File: src/rtl/xs64_pkg.sv
package xs64_pkg;

    localparam logic [63:0] GOLDEN_GAMMA = 64'h9e3779b97f4a7c15;
    localparam logic [63:0] MIX_MUL_A    = 64'hbf58476d1ce4e5b9;
    localparam logic [63:0] MIX_MUL_B    = 64'h94d049bb133111eb;
    localparam logic [63:0] STAR_MUL     = 64'd2685821657736338717;
    localparam logic [63:0] STATE_RESET  = 64'h853c49e6748fea9b;

    localparam int PROD_W = 96;

    typedef enum logic {
        OP_RESEED = 1'b0,
        OP_DRAW   = 1'b1
    } op_t;

    // classified item as it sits in the front queue
    typedef struct packed {
        op_t         op;
        logic [63:0] seed;
        logic [31:0] low;
        logic [31:0] span;      // high - low, valid when not inverted
        logic        inverted;  // low > high
    } q_item_t;

    typedef struct packed {
        logic        start;
        logic [63:0] a;
        logic [63:0] b;
    } mul_req_t;

    typedef struct packed {
        logic              done;
        logic [PROD_W-1:0] product;
    } mul_rsp_t;

    typedef enum logic [2:0] {
        BK_IDLE,
        BK_MIX_A,
        BK_MIX_B,
        BK_STAR,
        BK_SCALE,
        BK_WB
    } bk_state_t;

endpackage

File: src/rtl/xs64_mul.sv
// 64x64 multiply on one 32x32 multiplier: three partial products, 96-bit sum.
// Gives the low 64 bits of any product and the exact product when a[63:32] is 0.
module xs64_mul
    import xs64_pkg::*;
(
    input  logic     clk,
    input  logic     rst_n,
    input  mul_req_t req,
    output mul_rsp_t rsp
);

    typedef enum logic [1:0] {
        MS_LL,
        MS_LH,
        MS_HL
    } mul_step_t;

    logic [63:0]       a_reg, b_reg;
    mul_step_t         step_reg, step_next;
    logic              busy_reg, busy_next;
    logic              pv_reg, last_reg, done_reg;
    logic              sh_reg, sh_next;
    logic [63:0]       prod_reg, prod_next;
    logic [PROD_W-1:0] acc_reg, acc_next;
    logic [31:0]       mul_a, mul_b;

    always_comb
    begin
        unique case (step_reg)
            MS_LH:
            begin
                mul_a   = a_reg[31:0];
                mul_b   = b_reg[63:32];
                sh_next = 1'b1;
            end
            MS_HL:
            begin
                mul_a   = a_reg[63:32];
                mul_b   = b_reg[31:0];
                sh_next = 1'b1;
            end
            default:
            begin
                mul_a   = a_reg[31:0];
                mul_b   = b_reg[31:0];
                sh_next = 1'b0;
            end
        endcase
        prod_next = mul_a * mul_b;
        acc_next  = acc_reg + (sh_reg ? {prod_reg, 32'd0} : {32'd0, prod_reg});
    end

    always_comb
    begin
        step_next = step_reg;
        busy_next = busy_reg;
        if (req.start)
        begin
            step_next = MS_LL;
            busy_next = 1'b1;
        end
        else if (busy_reg)
        begin
            unique case (step_reg)
                MS_LL:   step_next = MS_LH;
                MS_LH:   step_next = MS_HL;
                default: busy_next = 1'b0;
            endcase
        end
    end

    always_ff @(posedge clk or negedge rst_n)
    begin
        if (!rst_n)
        begin
            step_reg <= MS_LL;
            busy_reg <= 1'b0;
            pv_reg   <= 1'b0;
            last_reg <= 1'b0;
            done_reg <= 1'b0;
        end
        else
        begin
            step_reg <= step_next;
            busy_reg <= busy_next;
            pv_reg   <= busy_reg && !req.start;
            last_reg <= busy_reg && !req.start && (step_reg == MS_HL);
            done_reg <= pv_reg && last_reg;
        end
    end

    always_ff @(posedge clk)
    begin
        if (req.start)
        begin
            a_reg   <= req.a;
            b_reg   <= req.b;
            acc_reg <= '0;
        end
        else if (pv_reg)
        begin
            acc_reg <= acc_next;
        end
        prod_reg <= prod_next;
        sh_reg   <= sh_next;
    end

    assign rsp.done    = done_reg;
    assign rsp.product = acc_reg;

endmodule

File: src/rtl/xs64_front.sv
// Accepts items, classifies them (operation, range span, inverted range)
// and holds them in a small queue for the back end.
module xs64_front
    import xs64_pkg::*;
#(
    parameter int DEPTH = 2
)
(
    input  logic               clk,
    input  logic               rst_n,
    input  logic               push,
    output logic               full,
    input  logic               kind,
    input  logic        [63:0] seed,
    input  logic signed [31:0] low_bound,
    input  logic signed [31:0] high_bound,
    output logic               q_valid,
    output q_item_t            q_item,
    input  logic               q_pop
);

    localparam int IW = $clog2(DEPTH);
    localparam int CW = $clog2(DEPTH + 1);

    q_item_t        mem_reg [DEPTH];
    q_item_t        cls_item;
    logic [IW-1:0]  wr_ptr_reg, wr_ptr_next;
    logic [IW-1:0]  rd_ptr_reg, rd_ptr_next;
    logic [CW-1:0]  count_reg, count_next;
    logic [32:0]    diff;
    logic           wr;

    always_comb
    begin
        diff              = {high_bound[31], high_bound} - {low_bound[31], low_bound};
        cls_item.op       = kind ? OP_DRAW : OP_RESEED;
        cls_item.seed     = seed;
        cls_item.low      = low_bound;
        cls_item.span     = diff[31:0];
        cls_item.inverted = diff[32];
    end

    assign full    = (count_reg == CW'(DEPTH));
    assign q_valid = (count_reg != '0);
    assign q_item  = mem_reg[rd_ptr_reg];
    assign wr      = push && !full;

    always_comb
    begin
        wr_ptr_next = wr_ptr_reg;
        rd_ptr_next = rd_ptr_reg;
        count_next  = count_reg;
        if (wr)
        begin
            wr_ptr_next = (wr_ptr_reg == IW'(DEPTH - 1)) ? '0 : wr_ptr_reg + 1'b1;
        end
        if (q_pop)
        begin
            rd_ptr_next = (rd_ptr_reg == IW'(DEPTH - 1)) ? '0 : rd_ptr_reg + 1'b1;
        end
        if (wr && !q_pop)
        begin
            count_next = count_reg + 1'b1;
        end
        else if (!wr && q_pop)
        begin
            count_next = count_reg - 1'b1;
        end
    end

    always_ff @(posedge clk or negedge rst_n)
    begin
        if (!rst_n)
        begin
            wr_ptr_reg <= '0;
            rd_ptr_reg <= '0;
            count_reg  <= '0;
        end
        else
        begin
            wr_ptr_reg <= wr_ptr_next;
            rd_ptr_reg <= rd_ptr_next;
            count_reg  <= count_next;
        end
    end

    always_ff @(posedge clk)
    begin
        if (wr)
        begin
            mem_reg[wr_ptr_reg] <= cls_item;
        end
    end

endmodule

File: src/rtl/xs64_back.sv
// Executes queued items: splitmix64 reseed, xorshift64* draw and range
// scaling, all through the shared multiplier. Owns the result register.
module xs64_back
    import xs64_pkg::*;
(
    input  logic               clk,
    input  logic               rst_n,
    input  logic               q_valid,
    input  q_item_t            q_item,
    output logic               q_pop,
    output mul_req_t           mul_req,
    input  mul_rsp_t           mul_rsp,
    input  logic               pop,
    output logic               empty,
    output logic signed [31:0] value,
    output logic               range_error
);

    function automatic logic [63:0] xs_step(input logic [63:0] s);
        logic [63:0] x;
        x = s ^ (s >> 12);
        x = x ^ (x << 25);
        x = x ^ (x >> 27);
        return x;
    endfunction

    bk_state_t   st_reg, st_next;
    logic [63:0] gen_reg, gen_next;
    logic [31:0] lo_reg, lo_next;
    logic [31:0] span_reg, span_next;
    logic        inv_reg, inv_next;
    logic [31:0] res_value_reg, res_value_next;
    logic        res_err_reg, res_err_next;
    logic        out_valid_reg, out_valid_next;
    logic [31:0] out_value_reg, out_value_next;
    logic        out_err_reg, out_err_next;

    logic [63:0] z0, t0, z1, u1, s2, x_adv;
    logic [52:0] r53;
    logic [31:0] q32;
    logic        wb_go;

    always_comb
    begin
        z0    = q_item.seed + GOLDEN_GAMMA;
        t0    = z0 ^ (z0 >> 30);
        z1    = mul_rsp.product[63:0];
        u1    = z1 ^ (z1 >> 27);
        s2    = z1 ^ (z1 >> 31);
        x_adv = xs_step(gen_reg);
        r53   = mul_rsp.product[63:11];
        q32   = mul_rsp.product[84:53];
        wb_go = !out_valid_reg || pop;
    end

    // next state
    always_comb
    begin
        st_next = st_reg;
        unique case (st_reg)
            BK_IDLE:
            begin
                if (q_valid)
                begin
                    st_next = (q_item.op == OP_RESEED) ? BK_MIX_A : BK_STAR;
                end
            end
            BK_MIX_A:
            begin
                if (mul_rsp.done)
                begin
                    st_next = BK_MIX_B;
                end
            end
            BK_MIX_B:
            begin
                if (mul_rsp.done)
                begin
                    st_next = BK_IDLE;
                end
            end
            BK_STAR:
            begin
                if (mul_rsp.done)
                begin
                    st_next = inv_reg ? BK_WB : BK_SCALE;
                end
            end
            BK_SCALE:
            begin
                if (mul_rsp.done)
                begin
                    st_next = BK_WB;
                end
            end
            BK_WB:
            begin
                if (wb_go)
                begin
                    st_next = BK_IDLE;
                end
            end
            default: st_next = BK_IDLE;
        endcase
    end

    // outputs and datapath
    always_comb
    begin
        q_pop          = 1'b0;
        mul_req.start  = 1'b0;
        mul_req.a      = t0;
        mul_req.b      = MIX_MUL_A;
        gen_next       = gen_reg;
        lo_next        = lo_reg;
        span_next      = span_reg;
        inv_next       = inv_reg;
        res_value_next = res_value_reg;
        res_err_next   = res_err_reg;
        out_value_next = out_value_reg;
        out_err_next   = out_err_reg;
        out_valid_next = out_valid_reg && !pop;
        unique case (st_reg)
            BK_IDLE:
            begin
                if (q_valid)
                begin
                    q_pop         = 1'b1;
                    mul_req.start = 1'b1;
                    if (q_item.op == OP_DRAW)
                    begin
                        mul_req.a = x_adv;
                        mul_req.b = STAR_MUL;
                        gen_next  = x_adv;
                        lo_next   = q_item.low;
                        span_next = q_item.span;
                        inv_next  = q_item.inverted;
                    end
                end
            end
            BK_MIX_A:
            begin
                mul_req.a = u1;
                mul_req.b = MIX_MUL_B;
                if (mul_rsp.done)
                begin
                    mul_req.start = 1'b1;
                end
            end
            BK_MIX_B:
            begin
                if (mul_rsp.done)
                begin
                    gen_next = (s2 == '0) ? GOLDEN_GAMMA : s2;
                end
            end
            BK_STAR:
            begin
                mul_req.a = {32'd0, span_reg};
                mul_req.b = {11'd0, r53};
                if (mul_rsp.done)
                begin
                    if (inv_reg)
                    begin
                        res_value_next = lo_reg;
                        res_err_next   = 1'b1;
                    end
                    else
                    begin
                        mul_req.start = 1'b1;
                    end
                end
            end
            BK_SCALE:
            begin
                if (mul_rsp.done)
                begin
                    res_value_next = lo_reg + q32;
                    res_err_next   = 1'b0;
                end
            end
            BK_WB:
            begin
                if (wb_go)
                begin
                    out_valid_next = 1'b1;
                    out_value_next = res_value_reg;
                    out_err_next   = res_err_reg;
                end
            end
            default: ;
        endcase
    end

    always_ff @(posedge clk or negedge rst_n)
    begin
        if (!rst_n)
        begin
            st_reg        <= BK_IDLE;
            gen_reg       <= STATE_RESET;
            out_valid_reg <= 1'b0;
        end
        else
        begin
            st_reg        <= st_next;
            gen_reg       <= gen_next;
            out_valid_reg <= out_valid_next;
        end
    end

    always_ff @(posedge clk)
    begin
        lo_reg        <= lo_next;
        span_reg      <= span_next;
        inv_reg       <= inv_next;
        res_value_reg <= res_value_next;
        res_err_reg   <= res_err_next;
        out_value_reg <= out_value_next;
        out_err_reg   <= out_err_next;
    end

    assign empty       = !out_valid_reg;
    assign value       = signed'(out_value_reg);
    assign range_error = out_err_reg;

endmodule

File: src/rtl/xorshift64star_uniform_range.sv
// Uniform integer source: a 64-bit xorshift64* generator (shifts 12, 25, 27,
// output multiplier 2685821657736338717, top 53 bits kept) seeded through
// splitmix64. kind = 0 reseeds: the state becomes splitmix64(seed), or the
// golden-ratio constant if that comes out zero; zero is an ordinary seed and
// a reseed gives no result. kind = 1 draws: the state advances and one result
// comes back, value = low_bound + floor((high_bound - low_bound) * r / 2^53),
// computed exactly, so it lies in [low_bound, high_bound) and equals low_bound
// for an empty range. With low_bound > high_bound the state still advances,
// value is low_bound and range_error is 1. After reset the state is
// 0x853c49e6748fea9b. Both sides look like a queue: push/full in, empty/pop
// out. Up to QUEUE_DEPTH items wait ahead of the execution unit and one result
// waits in the output register, so input is still taken while a result sits
// unread. Every 64-bit product runs through one shared 32x32 multiplier,
// which sets the pace. The execution unit takes one item at a time: a reseed
// holds it for two products, a draw for two (one when the range is inverted).
module xorshift64star_uniform_range
    import xs64_pkg::*;
#(
    // items buffered between front and back end, 2 to 32
    parameter int QUEUE_DEPTH = 2
)
(
    input  logic               clk,
    input  logic               rst_n,
    // item side
    input  logic               push,
    output logic               full,
    input  logic               kind,
    input  logic        [63:0] seed,
    input  logic signed [31:0] low_bound,
    input  logic signed [31:0] high_bound,
    // result side
    output logic               empty,
    input  logic               pop,
    output logic signed [31:0] value,
    output logic               range_error
);

    logic     q_valid;
    logic     q_pop;
    q_item_t  q_item;
    mul_req_t mul_req;
    mul_rsp_t mul_rsp;

    // front end: accept, classify, queue
    xs64_front #(
        .DEPTH (QUEUE_DEPTH)
    ) u_front (
        .clk        (clk),
        .rst_n      (rst_n),
        .push       (push),
        .full       (full),
        .kind       (kind),
        .seed       (seed),
        .low_bound  (low_bound),
        .high_bound (high_bound),
        .q_valid    (q_valid),
        .q_item     (q_item),
        .q_pop      (q_pop)
    );

    // back end: generator state, sequencing, result register
    xs64_back u_back (
        .clk         (clk),
        .rst_n       (rst_n),
        .q_valid     (q_valid),
        .q_item      (q_item),
        .q_pop       (q_pop),
        .mul_req     (mul_req),
        .mul_rsp     (mul_rsp),
        .pop         (pop),
        .empty       (empty),
        .value       (value),
        .range_error (range_error)
    );

    // shared multiplier for splitmix64 mixing, the star product and scaling
    xs64_mul u_mul (
        .clk   (clk),
        .rst_n (rst_n),
        .req   (mul_req),
        .rsp   (mul_rsp)
    );

endmodule

File: config.mk
export PLATFORM = sky130hd
export DESIGN_NAME = xorshift64star_uniform_range
export DESIGN_NICKNAME = d
export VERILOG_FILES = /design/src/rtl/xs64_pkg.sv /design/src/rtl/xs64_mul.sv /design/src/rtl/xs64_front.sv /design/src/rtl/xs64_back.sv /design/src/rtl/xorshift64star_uniform_range.sv
export SDC_FILE = /design/constraint.sdc
export NUM_CORES = 2
export LEC_CHECK = 0
export BUFFER_PORTS_ARGS = -buffer_cell sky130_fd_sc_hd__buf_2
export CAP_MARGIN = 10
export CORE_MARGIN = 4
export CORE_UTILIZATION = 62
export CTS_BUF_LIST = sky130_fd_sc_hd__clkbuf_8 sky130_fd_sc_hd__clkbuf_16
export DETAILED_ROUTE_END_ITERATION = 10
export HOLD_SLACK_MARGIN = 0.1
export PLACE_DENSITY = 0.85
export RECOVER_POWER = 50
export SETUP_SLACK_MARGIN = 0.2
export SLEW_MARGIN = 20
export SYNTH_ARGS = -nofsm -noshare
export SYNTH_HDL_FRONTEND = slang
export SYNTH_SLANG_ARGS = --single-unit
File: constraint.sdc
create_clock -name clk -period 19.9 [get_ports clk]
set_clock_uncertainty 0.1 [all_clocks]
set_input_delay 1.99 -clock clk [delete_from_list [all_inputs] [get_ports clk]]
set_output_delay 1.99 -clock clk [all_outputs]
set_load 0.005 [all_outputs]
==> impl_metrics.tcl <==
set metrics [dict create \
    ios 168 \
    finalWeightedCongestion 1.07 \
    seq_area_sq_um 20400 \
    post-dp-hpwl_microns 184000 \
    num_vias 57452 \
    clock_latency_ps 660 \
    ant_nets 0 \
    syn_area_sq_um 72700 \
    clkTransAtPathRegs_ps 60 \
    mostFrequentLayoutCells "999 x inv_1, 899 x fa_1, 871 x nand2_1" \
    cts_tree "yes" \
    dieArea_sq_um 123000 \
    drt-total-wl_microns 242000 \
    cts_buffer_depth 3 \
    r2r_slack_ps 7340 \
    syn_inst 7483 \
    synth.distinct_cells 97 \
    ys_seq_area_share_pct 28.1 \
    cts_setup_buffers 0 \
    slew_viol_final 751 \
    start_util_pct 62.5 \
    grt_overflow 0 \
    period_needed_ps 12560 \
    ys_warn_count 0 \
    layout.cells.non_filler 9066 \
    tightest_slew_ps 3940 \
    rsz0062_at_grt "no" \
    grt_pass1_wl_microns 361000 \
    largest_register_ffs 260 \
    slowest_delay_ps 2570 \
    drive_gt1_share_pct 7.89 \
    tns_ps 0 \
    slew_headroom_pct -162 \
    portBuffers 167 \
    ys_ff_latch 741 \
    final_nets 8920 \
    drv_cap 14 \
    floorplan.rows 125 \
    end_kind "register" \
    htree_levels 3 \
    hold_viol 0 \
    synthArstFlopShare_pct 10.5 \
    wl_per_cell_microns 26.7 \
    areaGrowthSynthToFinish_pct 6.63 \
    die_w_microns 351 \
    netlist.area_leader.share_pct 24.7 \
    cts-root-buf "clkbuf_16" \
    netlist_top_cells_area "fa_1 25%, edfxtp_1 21%, ha_1 7.1%, inv_1 5.1%, nand2_1 4.5%" \
    cts_sinks 741 \
    synth.area.mux_share_pct 4.64 \
    synth_edf_count 513 \
    antenna_found_initial 14 \
    synth_compound_area_share_pct 9.90 \
    required_ps 20350 \
    drtIter0Drc 6631 \
    path_common_cell "fa_1" \
    finalCritPeriodShare_pct 63.1 \
    critical_path_class "register to register" \
    drtPass1Iterations 8 \
    grt_pass1_vias 58164 \
    synth_top_area_cell "fa_1" \
    die_h_microns 351 \
    grt_max_degree 92 \
    cts_buffers 77 \
    fp.coreArea_sq_um 116000 \
    crit_path_max_fanout 68 \
    violations "max-capacitance violations, max-slew violations" \
    synth-simple-area-share_pct 12.4 \
    route.detailed.drc 0 \
    syn_nets 8930 \
    grt_use_total_pct 39.6 \
    critPathLaunchType "register" \
    worstHoldPathType "register to register" \
    synth-xor-area-share_pct 6.07 \
    postCtsResizedCells 0 \
    synthFlopType "edfxtp_1" \
    avgSynthCellArea_sq_um 9.72 \
    synthAdderAreaFrac_pct 31.9 \
    max_clock_freq_ghz 0.0796 \
    hold_buffers 0 \
    final_common_cell "inv_1" \
    outcome "finished with violations" \
    dp.cells 8918 \
    n_fill_cell 9027 \
    cp.arrival_ps 13000 \
    via_per_inst 6.34 \
    timing.critical_path.slowest_stage_cell "ha_1" \
    synth_top_family_by_area "adder cells" \
    multi_input_area_sq_um 47400 \
    setup_violations 0 \
]
-- cell usage after synthesis (16+ instances only) --
master      n
a211oi_1   30
a21o_1    137
a21oi_1   298
a22oi_1    42
a31oi_1    33
and2_1     48
and3_1     26
buf_1      36
buf_2      19
clkbuf_1  310
dfrtp_1    44
dfstp_2    34
dfxtp_1   150
edfxtp_1  513
fa_1      899
ha_1      415
inv_1     982
mux2_2    166
mux2i_1   149
nand2_1   872
nand2b_1   43
nand3_1    61
nand4_1    37
nor2_1    818
nor2b_1    64
nor3_1     55
nor4_1     23
o21a_1     32
o21ai_0   293
o21ai_1    17
o21bai_1   34
o221ai_1   16
o22ai_1    27
o31ai_1    18
xnor2_1   344
xor2_1    158
-- through the flow --
stage | hold slack (ps) | util [%] | setup slack [ps] | cell area, sq um
2_1_floorplan | 300 | - | 10870 | 72700
3_3_place_gp | 303 | 64.6 | 9680 | 75200
3_5_place_dp | 305 | 64.6 | 9450 | 75200
4_1_cts | 314 | 66.8 | 9400 | 77700
5_1_grt | 322 | 66.6 | 6900 | 77500
6_report | 318 | 66.6 | 7340 | 77600
-- area by class of cell --
class | instances | share of cell area (%)
timing repair buffer | 285 | 2.05
inverter | 982 | 4.76
antenna | 4 | 0.0129
clock buffer | 80 | 2.55
multi-input combinational | 5386 | 61.1
clock inverter | 64 | 0.713
sequential | 741 | 26.3
tap | 1524 | 2.46
-- critical path: cells and delay by family, from the launching register on --
family | cells | cell delay, ps
and+or+nand+nor | 3 | 880
xor gates and xnor gates | 1 | 140
adders and majority gates | 10 | 6930
buffers and inverters | 7 | 830
DFF | 1 | 410
AOI/OAI and AO/OA | 11 | 3040
-- path summary, 6_finish.rpt --
check,endpoint,cells after the start,start
setup / recovery,u_mul.prod_reg[63]$_DFF_P_,32,u_mul.step_reg[1]$_DFFE_PN0P_
setup reg to reg,u_mul.prod_reg[63]$_DFF_P_,32,u_mul.step_reg[1]$_DFFE_PN0P_
min in group asynchronous,u_back.st_reg[1]$_DFFE_PN0P_,1,rst_n
hold / removal,u_back.value[21]$_DFFE_PP_,0,u_back.res_value_reg[21]$_DFFE_PP_
max in group asynchronous,u_mul.pv_reg$_DFF_PN0_,2,rst_n
hold reg to reg,u_back.value[21]$_DFFE_PP_,0,u_back.res_value_reg[21]$_DFFE_PP_
-- logic make-up (layout without fill, tap and decap cells) --
| family | count (synthesis) | after routing |
|---|---|---|
| xor gates and xnor gates | 503 | 503 |
| AOI/OAI and AO/OA | 1131 | 1131 |
| other | 0 | 4 |
| buffers and inverters | 1356 | 1411 |
| DFF | 741 | 741 |
| and+or+nand+nor | 2122 | 2122 |
| adders and majority gates | 1314 | 1314 |
| muxes | 316 | 316 |
-- per-layer routing --
layer | vias to the layer above | part of all wire [%] | GRT usage (%)
met5 | - | 0.013 | 0
met4 | 4 | 8.3 | 25.3
met3 | 938 | 13 | 10.8
met2 | 3787 | 43 | 59.4
met1 | 28271 | 36 | 51.0
li1 | 24452 | - | -
Power is not shown: default switching activity piles up to over one toggle a cycle in this logic, so the estimate is an artifact.
